### src/rtl/dfr_pkg.sv
`timescale 1ns / 1ps

package dfr_pkg;

	// sync pair that opens a frame
	localparam logic [7:0] SYNC_FIRST  = 8'hC2;
	localparam logic [7:0] SYNC_SECOND = 8'h3D;

	// default buffer size, sets the reset value of the length limit
	localparam int DFR_BUFFER_BYTES = 32'h400;

	// verdict codes carried on end beats
	localparam logic [1:0] ST_GOOD         = 2'd0;
	localparam logic [1:0] ST_CHECKSUM_ERR = 2'd1;
	localparam logic [1:0] ST_LENGTH_ERR   = 2'd2;

	// header byte positions
	localparam logic [1:0] HDR_LEN_LO = 2'd2;
	localparam logic [1:0] HDR_LEN_HI = 2'd3;

	// one result beat
	typedef struct packed {
		logic [7:0]  payload_byte;
		logic        end_of_frame;
		logic [1:0]  frame_status;
		logic [15:0] payload_count;
	} dfr_result_t;

	// result handed from the core to the output register
	typedef struct packed {
		logic        valid;
		dfr_result_t res;
	} dfr_beat_t;

endpackage

### src/rtl/dfr_if.sv
`timescale 1ns / 1ps

// received byte channel
interface dfr_in_if;
	logic       valid;
	logic       ready;
	logic [7:0] rx_byte;

	modport source (output valid, output rx_byte, input ready);
	modport sink (input valid, input rx_byte, output ready);
	modport monitor (input valid, input rx_byte, input ready);
endinterface

// deframed result channel
interface dfr_out_if;
	logic        valid;
	logic        ready;
	logic [7:0]  payload_byte;
	logic        end_of_frame;
	logic [1:0]  frame_status;
	logic [15:0] payload_count;

	modport source (output valid, output payload_byte, output end_of_frame,
		output frame_status, output payload_count, input ready);
	modport sink (input valid, input payload_byte, input end_of_frame,
		input frame_status, input payload_count, output ready);
	modport monitor (input valid, input payload_byte, input end_of_frame,
		input frame_status, input payload_count, input ready);
endinterface

### src/rtl/serial_frame_deframer.sv
`timescale 1ns / 1ps

// serial frame deframer
// rx carries one received serial byte per beat; the block hunts for the sync
// pair C2 3D, then reads signal, sequence and a 16-bit length (low byte first).
// tx carries one beat per payload byte as it arrives, and one end beat per
// frame with the verdict (good, checksum error, length error) and the count
// of payload bytes sent. sync and header bytes produce no beat, except a bad
// length, which ends the frame at once; the checksum byte gives the end beat.
// bad frames are not withheld: the receiver drops their payload on the verdict.
// cfg_we/cfg_data write the largest accepted length; write only while idle.
// throughput: one rx beat per cycle while tx is not stalled, set by the single output register.
// a result is registered and is valid on tx in the cycle after its rx beat is accepted.
// when tx stalls, the held result waits and rx.ready stays low until tx is
// taken; rx.ready is high whenever the output register is empty or draining.
// reset (arst_n low) drops any held result, returns to sync hunt and loads
// the length limit with BUFFER_BYTES - 3.
module serial_frame_deframer #(
	parameter int BUFFER_BYTES = dfr_pkg::DFR_BUFFER_BYTES
) (
	input  logic        clk,
	input  logic        arst_n,
	input  logic        cfg_we,
	input  logic [15:0] cfg_data,
	dfr_in_if.sink      rx,
	dfr_out_if.source   tx
);

	dfr_pkg::dfr_beat_t beat;
	logic               free;
	logic               accept;

	// input taken whenever the output register can load
	assign rx.ready = free;
	assign accept   = rx.valid && free;

	dfr_core #(
		.BUFFER_BYTES(BUFFER_BYTES)
	) u_core (
		.clk     (clk),
		.arst_n  (arst_n),
		.cfg_we  (cfg_we),
		.cfg_data(cfg_data),
		.accept  (accept),
		.rx_byte (rx.rx_byte),
		.beat    (beat)
	);

	dfr_out_reg u_out (
		.clk   (clk),
		.arst_n(arst_n),
		.beat  (beat),
		.free  (free),
		.tx    (tx)
	);

endmodule

### src/rtl/dfr_core.sv
`timescale 1ns / 1ps

module dfr_core #(
	parameter int BUFFER_BYTES = dfr_pkg::DFR_BUFFER_BYTES
) (
	input  logic              clk,
	input  logic              arst_n,
	input  logic              cfg_we,
	input  logic [15:0]       cfg_data,
	input  logic              accept,
	input  logic [7:0]        rx_byte,
	output dfr_pkg::dfr_beat_t beat
);

	localparam logic [15:0] MaxLenReset = 16'(BUFFER_BYTES - 3);

	logic [15:0] max_len_q;
	logic [7:0]  prev_q, prev_d;
	logic        in_frame_q, in_frame_d;
	logic [15:0] pos_q, pos_d;
	logic [7:0]  xor_q, xor_d;
	logic [7:0]  len_lo_q, len_lo_d;
	logic [15:0] len_q, len_d;

	logic [1:0]  hdr_pos;
	logic [15:0] len_field;
	logic        len_bad;
	logic        last_byte;

	assign hdr_pos   = pos_q[1:0];
	assign len_field = {rx_byte, len_lo_q};
	assign len_bad   = (len_field == 16'd0) || (len_field > max_len_q);
	assign last_byte = ({1'b0, pos_q} + 17'd1) >= {1'b0, len_q};

	// length limit register
	always_ff @(posedge clk or negedge arst_n) begin
		if (!arst_n) begin
			max_len_q <= MaxLenReset;
		end else if (cfg_we) begin
			max_len_q <= cfg_data;
		end
	end

	// next state and result for the current byte
	always_comb begin
		prev_d      = prev_q;
		in_frame_d  = in_frame_q;
		pos_d       = pos_q;
		xor_d       = xor_q;
		len_lo_d    = len_lo_q;
		len_d       = len_q;
		beat        = '0;
		if (!in_frame_q) begin
			if (prev_q == dfr_pkg::SYNC_FIRST && rx_byte == dfr_pkg::SYNC_SECOND) begin
				in_frame_d  = 1'b1;
				pos_d       = 16'd0;
				len_d       = 16'd0;
				xor_d       = dfr_pkg::SYNC_FIRST ^ dfr_pkg::SYNC_SECOND;
			end
			prev_d = rx_byte;
		end else if (len_q == 16'd0) begin
			if (hdr_pos == dfr_pkg::HDR_LEN_HI) begin
				if (len_bad) begin
					in_frame_d              = 1'b0;
					pos_d                   = 16'd0;
					beat.valid              = 1'b1;
					beat.res.end_of_frame   = 1'b1;
					beat.res.frame_status   = dfr_pkg::ST_LENGTH_ERR;
				end else begin
					xor_d       = xor_q ^ rx_byte;
					len_d       = len_field;
					pos_d       = 16'd0;
				end
			end else begin
				if (hdr_pos == dfr_pkg::HDR_LEN_LO) begin
					len_lo_d = rx_byte;
				end
				xor_d = xor_q ^ rx_byte;
				pos_d = {14'd0, hdr_pos} + 16'd1;
			end
		end else if (last_byte) begin
			in_frame_d             = 1'b0;
			pos_d                  = 16'd0;
			len_d                  = 16'd0;
			beat.valid             = 1'b1;
			beat.res.end_of_frame  = 1'b1;
			beat.res.frame_status  = (rx_byte == xor_q) ? dfr_pkg::ST_GOOD
				: dfr_pkg::ST_CHECKSUM_ERR;
			beat.res.payload_count = pos_q;
		end else begin
			xor_d                 = xor_q ^ rx_byte;
			pos_d                 = pos_q + 16'd1;
			beat.valid            = 1'b1;
			beat.res.payload_byte = rx_byte;
		end
		if (!accept) begin
			beat.valid = 1'b0;
		end
	end

	// frame state, advanced on each accepted beat
	always_ff @(posedge clk or negedge arst_n) begin
		if (!arst_n) begin
			prev_q      <= 8'd0;
			in_frame_q  <= 1'b0;
			pos_q       <= 16'd0;
			xor_q       <= 8'd0;
			len_lo_q    <= 8'd0;
			len_q       <= 16'd0;
		end else if (accept) begin
			prev_q      <= prev_d;
			in_frame_q  <= in_frame_d;
			pos_q       <= pos_d;
			xor_q       <= xor_d;
			len_lo_q    <= len_lo_d;
			len_q       <= len_d;
		end
	end

endmodule

### src/rtl/dfr_out_reg.sv
`timescale 1ns / 1ps

module dfr_out_reg (
	input  logic               clk,
	input  logic               arst_n,
	input  dfr_pkg::dfr_beat_t beat,
	output logic               free,
	dfr_out_if.source          tx
);

	logic                 valid_q;
	dfr_pkg::dfr_result_t res_q;

	// register can load when empty or being drained
	assign free = !valid_q || tx.ready;

	always_ff @(posedge clk or negedge arst_n) begin
		if (!arst_n) begin
			valid_q <= 1'b0;
		end else if (free) begin
			valid_q <= beat.valid;
		end
	end

	// result data, no reset needed
	always_ff @(posedge clk) begin
		if (free && beat.valid) begin
			res_q <= beat.res;
		end
	end

	assign tx.valid         = valid_q;
	assign tx.payload_byte  = res_q.payload_byte;
	assign tx.end_of_frame  = res_q.end_of_frame;
	assign tx.frame_status  = res_q.frame_status;
	assign tx.payload_count = res_q.payload_count;

endmodule

### src/flat_wrapper.sv
// flat-port wrapper written by rule: the top's interface ports become plain ports
module serial_frame_deframer_flat 
#(
	parameter int BUFFER_BYTES = dfr_pkg::DFR_BUFFER_BYTES
)
  (clk, arst_n, cfg_we, cfg_data, rx_valid, rx_rx_byte, rx_ready, tx_valid, tx_payload_byte, tx_end_of_frame, tx_frame_status, tx_payload_count, tx_ready);
  dfr_in_if rx_i ();
  dfr_out_if tx_i ();
  input  logic clk;
  input  logic arst_n;
  input  logic cfg_we;
  input  logic [15:0] cfg_data;
  input wire logic [$bits(rx_i.valid)-1:0] rx_valid;
  input wire logic [$bits(rx_i.rx_byte)-1:0] rx_rx_byte;
  output wire logic [$bits(rx_i.ready)-1:0] rx_ready;
  output wire logic [$bits(tx_i.valid)-1:0] tx_valid;
  output wire logic [$bits(tx_i.payload_byte)-1:0] tx_payload_byte;
  output wire logic [$bits(tx_i.end_of_frame)-1:0] tx_end_of_frame;
  output wire logic [$bits(tx_i.frame_status)-1:0] tx_frame_status;
  output wire logic [$bits(tx_i.payload_count)-1:0] tx_payload_count;
  input wire logic [$bits(tx_i.ready)-1:0] tx_ready;
  assign rx_i.valid = rx_valid;
  assign rx_i.rx_byte = rx_rx_byte;
  assign rx_ready = rx_i.ready;
  assign tx_valid = tx_i.valid;
  assign tx_payload_byte = tx_i.payload_byte;
  assign tx_end_of_frame = tx_i.end_of_frame;
  assign tx_frame_status = tx_i.frame_status;
  assign tx_payload_count = tx_i.payload_count;
  assign tx_i.ready = tx_ready;
  serial_frame_deframer #(.BUFFER_BYTES(BUFFER_BYTES)) u_core (.clk(clk), .arst_n(arst_n), .cfg_we(cfg_we), .cfg_data(cfg_data), .rx(rx_i), .tx(tx_i));
endmodule
### config.mk
export PLATFORM = sky130hd
export DESIGN_NAME = serial_frame_deframer_flat
export DESIGN_NICKNAME = d
export VERILOG_FILES = /design/src/rtl/dfr_pkg.sv /design/src/rtl/dfr_if.sv /design/src/rtl/serial_frame_deframer.sv /design/src/rtl/dfr_core.sv /design/src/rtl/dfr_out_reg.sv /design/src/flat_wrapper.sv
export SDC_FILE = /design/constraint.sdc
export NUM_CORES = 1
export LEC_CHECK = 0
export BUFFER_PORTS_ARGS = -buffer_cell sky130_fd_sc_hd__buf_2
export CORE_MARGIN = 2
export CORE_UTILIZATION = 50
export CTS_BUF_LIST = sky130_fd_sc_hd__clkbuf_4
export DETAILED_ROUTE_END_ITERATION = 16
export MAX_ROUTING_LAYER = met4
export PLACE_DENSITY = 0.7
export SLEW_MARGIN = 20
export SYNTH_ARGS = -nofsm -noshare
export SYNTH_HDL_FRONTEND = slang
export SYNTH_SLANG_ARGS = --single-unit
### constraint.sdc
create_clock -name clk -period 4.8 [get_ports clk]
set_input_delay 0.96 -clock clk [delete_from_list [all_inputs] [get_ports clk]]
set_output_delay 0.96 -clock clk [all_outputs]
set_load 0.02 [all_outputs]
==> run metrics <==
Non-Filler Instances=697; Hold WC Path Type=input pin to asynchronous set/reset pin; Place WS=0.849 ns; CTS buffer count=9; first-pass GRT wire length=18700 microns; final number of max-transition violations=0; Cell Pwr Density=246 mW/mm^2; Max Clock Skew=0.0301 ns; GRT overflow=0; critical path fanouts, max=16; Initial Utilization=51.7%; post-synthesis register bit count=101; Fin. Hold Viols=0; vias post-DR=3916; CP Launch Type=flop; Async SR Flop Fraction=73.3%; Post-Route WL=11300 microns; clock period minus worst slack=4.06 ns; CTS root buf=clkbuf_4; Worst-Skew Late Latency=0.46 ns; final setup fails=0; die span in y=108 microns; max cap viols=0; IO Count=58; count of TritonRoute iterations in the first routing pass=4; post-CTS sizing=0; # rows=37; initial drt markers=148; area of the core=0.0104 sq mm; number of synthesized flops with an enable pin=27; # DRC=0; Placer Congestion=0.886; vias in the first global route=3919; RSZ-0062 raised after global routing=false; crit end category=flop; Fmax=0.246 GHz; Die Footprint=0.0116 sq mm; area delta synth->final=9.57%; Tightest Pin Transition=0.930 ns; Fillers=930; GRT Overall Usage=21.4%; mapped cell area=0.00536 sq mm; Final #Nets=619; ANT cells=0; Post-Syn Instances=510; Routed WL per cell=16.2 microns; register area=0.00267 sq mm; max_slew headroom=37.5%; post-route ant nets=0; YS warnings=0; Primary FF master, synth=dfrtp_1; Die Wd=108 microns; status=finished clean; H-tree Lvls=3; clock sinks=101; initial antenna violation count=0; setup ws final=0.743 ns; setup tns final=0 ns; share of layout cells above drive strength 1=20.3%; crit path DAT=4.46 ns; Finished Core Util=56.6%; largest net degree at the start of global routing=46; post-synth cell types=50; Peak VDD IR=194 uV; Tcrit/Tclk final=84.5%; syn avg cell area=10.5 sq um; post-DP HPWL=8200 microns; footprint of the multi-input gates=0.00241 sq mm; vias per cell=5.62; CTS tree=built; cts-stage hold buffer count=0; sequential-to-total area share from yosys stat=49.9%; port buffer count=57; Lkg Pwr=2.71 nW; Crit Path Class=flop to flop; Worst Path Required=5.20 ns; reg-to-reg setup timing slack=0.74 ns; post-CTS setup buffers=0; Worst-path clk slew=0.16 ns; syn nets=573; CTS max path bufs=2; # placed instances=681
[placed cells by master (no fill, tap or decap), drive strengths merged, types with 2 or more instances in the layout]
master / instances
a41o: 2
nand3: 14
xor2: 15
dfrtp: 65
o31ai: 3
a21oi: 20
clkinv: 4
o22ai: 3
inv: 43
or3b: 3
a211oi: 6
o21ai: 34
xnor2: 7
clkbuf: 12
nor2: 10
dfstp: 9
nor3: 12
and2: 24
a21o: 6
mux2: 16
a22o: 19
nor3b: 7
nor2b: 3
o221ai: 2
nand4: 12
or3: 2
ha: 34
o211a: 4
edfxtp: 27
and3: 8
nor4: 10
buf: 64
nand2b: 6
nand2: 44
[cell families after synthesis]
| kind of cell | Yosys count | synth area share [%] |
|---|---|---|
| flops | 101 | 49.9 |
| simple gates | 161 | 16.6 |
| xor+xnor | 22 | 3.60 |
| mux | 17 | 3.55 |
| compound gates | 103 | 13.0 |
| buf+inv | 72 | 5.37 |
| fa+ha+maj | 34 | 7.94 |
[flip-flops by register name, indices dropped and copies added, names as in the netlist]
signal	flops
u_core.u_core.len_lo_q	8
u_core.u_core.xor_q	8
u_core.u_core.prev_q	8
u_core.u_core.max_len_q	16
u_core.u_out.tx.end_of_frame	1
u_core.u_core.len_q	16
u_core.u_core.in_frame_q	1
u_core.u_out.tx.payload_count	16
u_core.u_out.tx.frame_status	2
u_core.u_core.pos_q	16
u_core.u_out.tx.valid	1
u_core.u_out.tx.payload_byte	8
[power breakdown]
| part | internal (mW) | switching [mW] |
|---|---|---|
| Sequential | 0.908 | 0.0141 |
| Clock | 0.124 | 0.270 |
| Combinational | 0.0514 | 0.0751 |
| Total | 1.08 | 0.359 |
[critical path, stage by stage (launching register included)]
cell and delay (ns):
dfrtp_1 0.49, ha_1 0.50, nand2_1 0.16, nor4_4 0.36
nand3_1 0.14, xnor2_1 0.24, ha_1 0.29, nand3_1 0.14
o221ai_1 0.15, a311oi_1 0.40, o211a_1 0.37, buf_4 0.23
a311o_2 0.32, a22o_1 0.20
[final timing paths]
path / startpoint / end / cells after the start
max: u_core.u_core.pos_q[1]$_DFFE_PN0P_ / u_core.u_core.len_q[5]$_DFFE_PN0P_ / 13
min: arst_n / u_core.u_core.max_len_q[15]$_DFFE_PN0P_ / 1
max reg2reg: u_core.u_core.pos_q[1]$_DFFE_PN0P_ / u_core.u_core.len_q[5]$_DFFE_PN0P_ / 13
min reg2reg: u_core.u_core.max_len_q[6]$_DFFE_PN1P_ / u_core.u_core.max_len_q[6]$_DFFE_PN1P_ / 2
max in group asynchronous: arst_n / u_core.u_core.max_len_q[6]$_DFFE_PN1P_ / 2
min in group clk: u_core.u_core.max_len_q[6]$_DFFE_PN1P_ / u_core.u_core.max_len_q[6]$_DFFE_PN1P_ / 2
[stage by stage]
stage / cell area, sq um / power (mW) / hold slack (ns)
final: 5870 / 1.44 / 0.477
after global routing: 5870 / 1.50 / 0.480
after CTS: 5870 / 1.46 / 0.525
after detailed placement: 5750 / 1.07 / 0.495
after global placement: 5750 / 1.06 / 0.478
after floorplan: 5360 / 1.01 / 0.471
[per-layer routing]
metal | vias up | share of wire, % | track usage, %
met5 | - | 0 | -
met4 | 0 | 1.0 | 5.77
met3 | 12 | 3.6 | 4.54
met2 | 73 | 51 | 36.0
met1 | 1932 | 44 | 26.3
li1 | 1899 | - | -
[cells in the mapped netlist (2+ instances only)]
cell type	count	area [sq um]
o211a_1	4	40.0
edfxtp_1	27	811
nor3_1	12	60.1
nor4_1	8	50.1
and2_1	24	150
nand4_1	12	75.1
inv_1	43	161
dfrtp_1	65	1630
xnor2_1	7	61.3
a211oi_1	6	45.0
a22o_1	19	166
a21oi_1	20	100
or3b_2	3	26.3
ha_1	34	425
buf_2	5	25.0
nand2_1	44	165
dfstp_2	9	236
a41o_1	2	20.0
nand3_1	14	70.1
and3_1	8	50.1
clkbuf_1	21	78.8
mux2_2	16	180
nor2b_1	3	18.8
o221ai_1	2	17.5
or3_1	2	12.5
nor3b_1	7	52.6
o31ai_1	2	15.0
o21ai_0	34	170
xor2_1	15	131
nor2_1	10	37.5
o22ai_1	3	18.8
nand2b_1	6	37.5
a21o_1	6	45.0
[cell type report]
class                           count  area share (%)
Sequential cell                   101            45.5
Clock buffer                       12            1.53
Clock inverter                      4           0.448
Multi-Input combinational cell    337            41.0
Inverter                           43            2.75
Timing Repair Buffer               64            5.80
Tap cell                          136            2.90
Power figures use the tool's default switching activity.
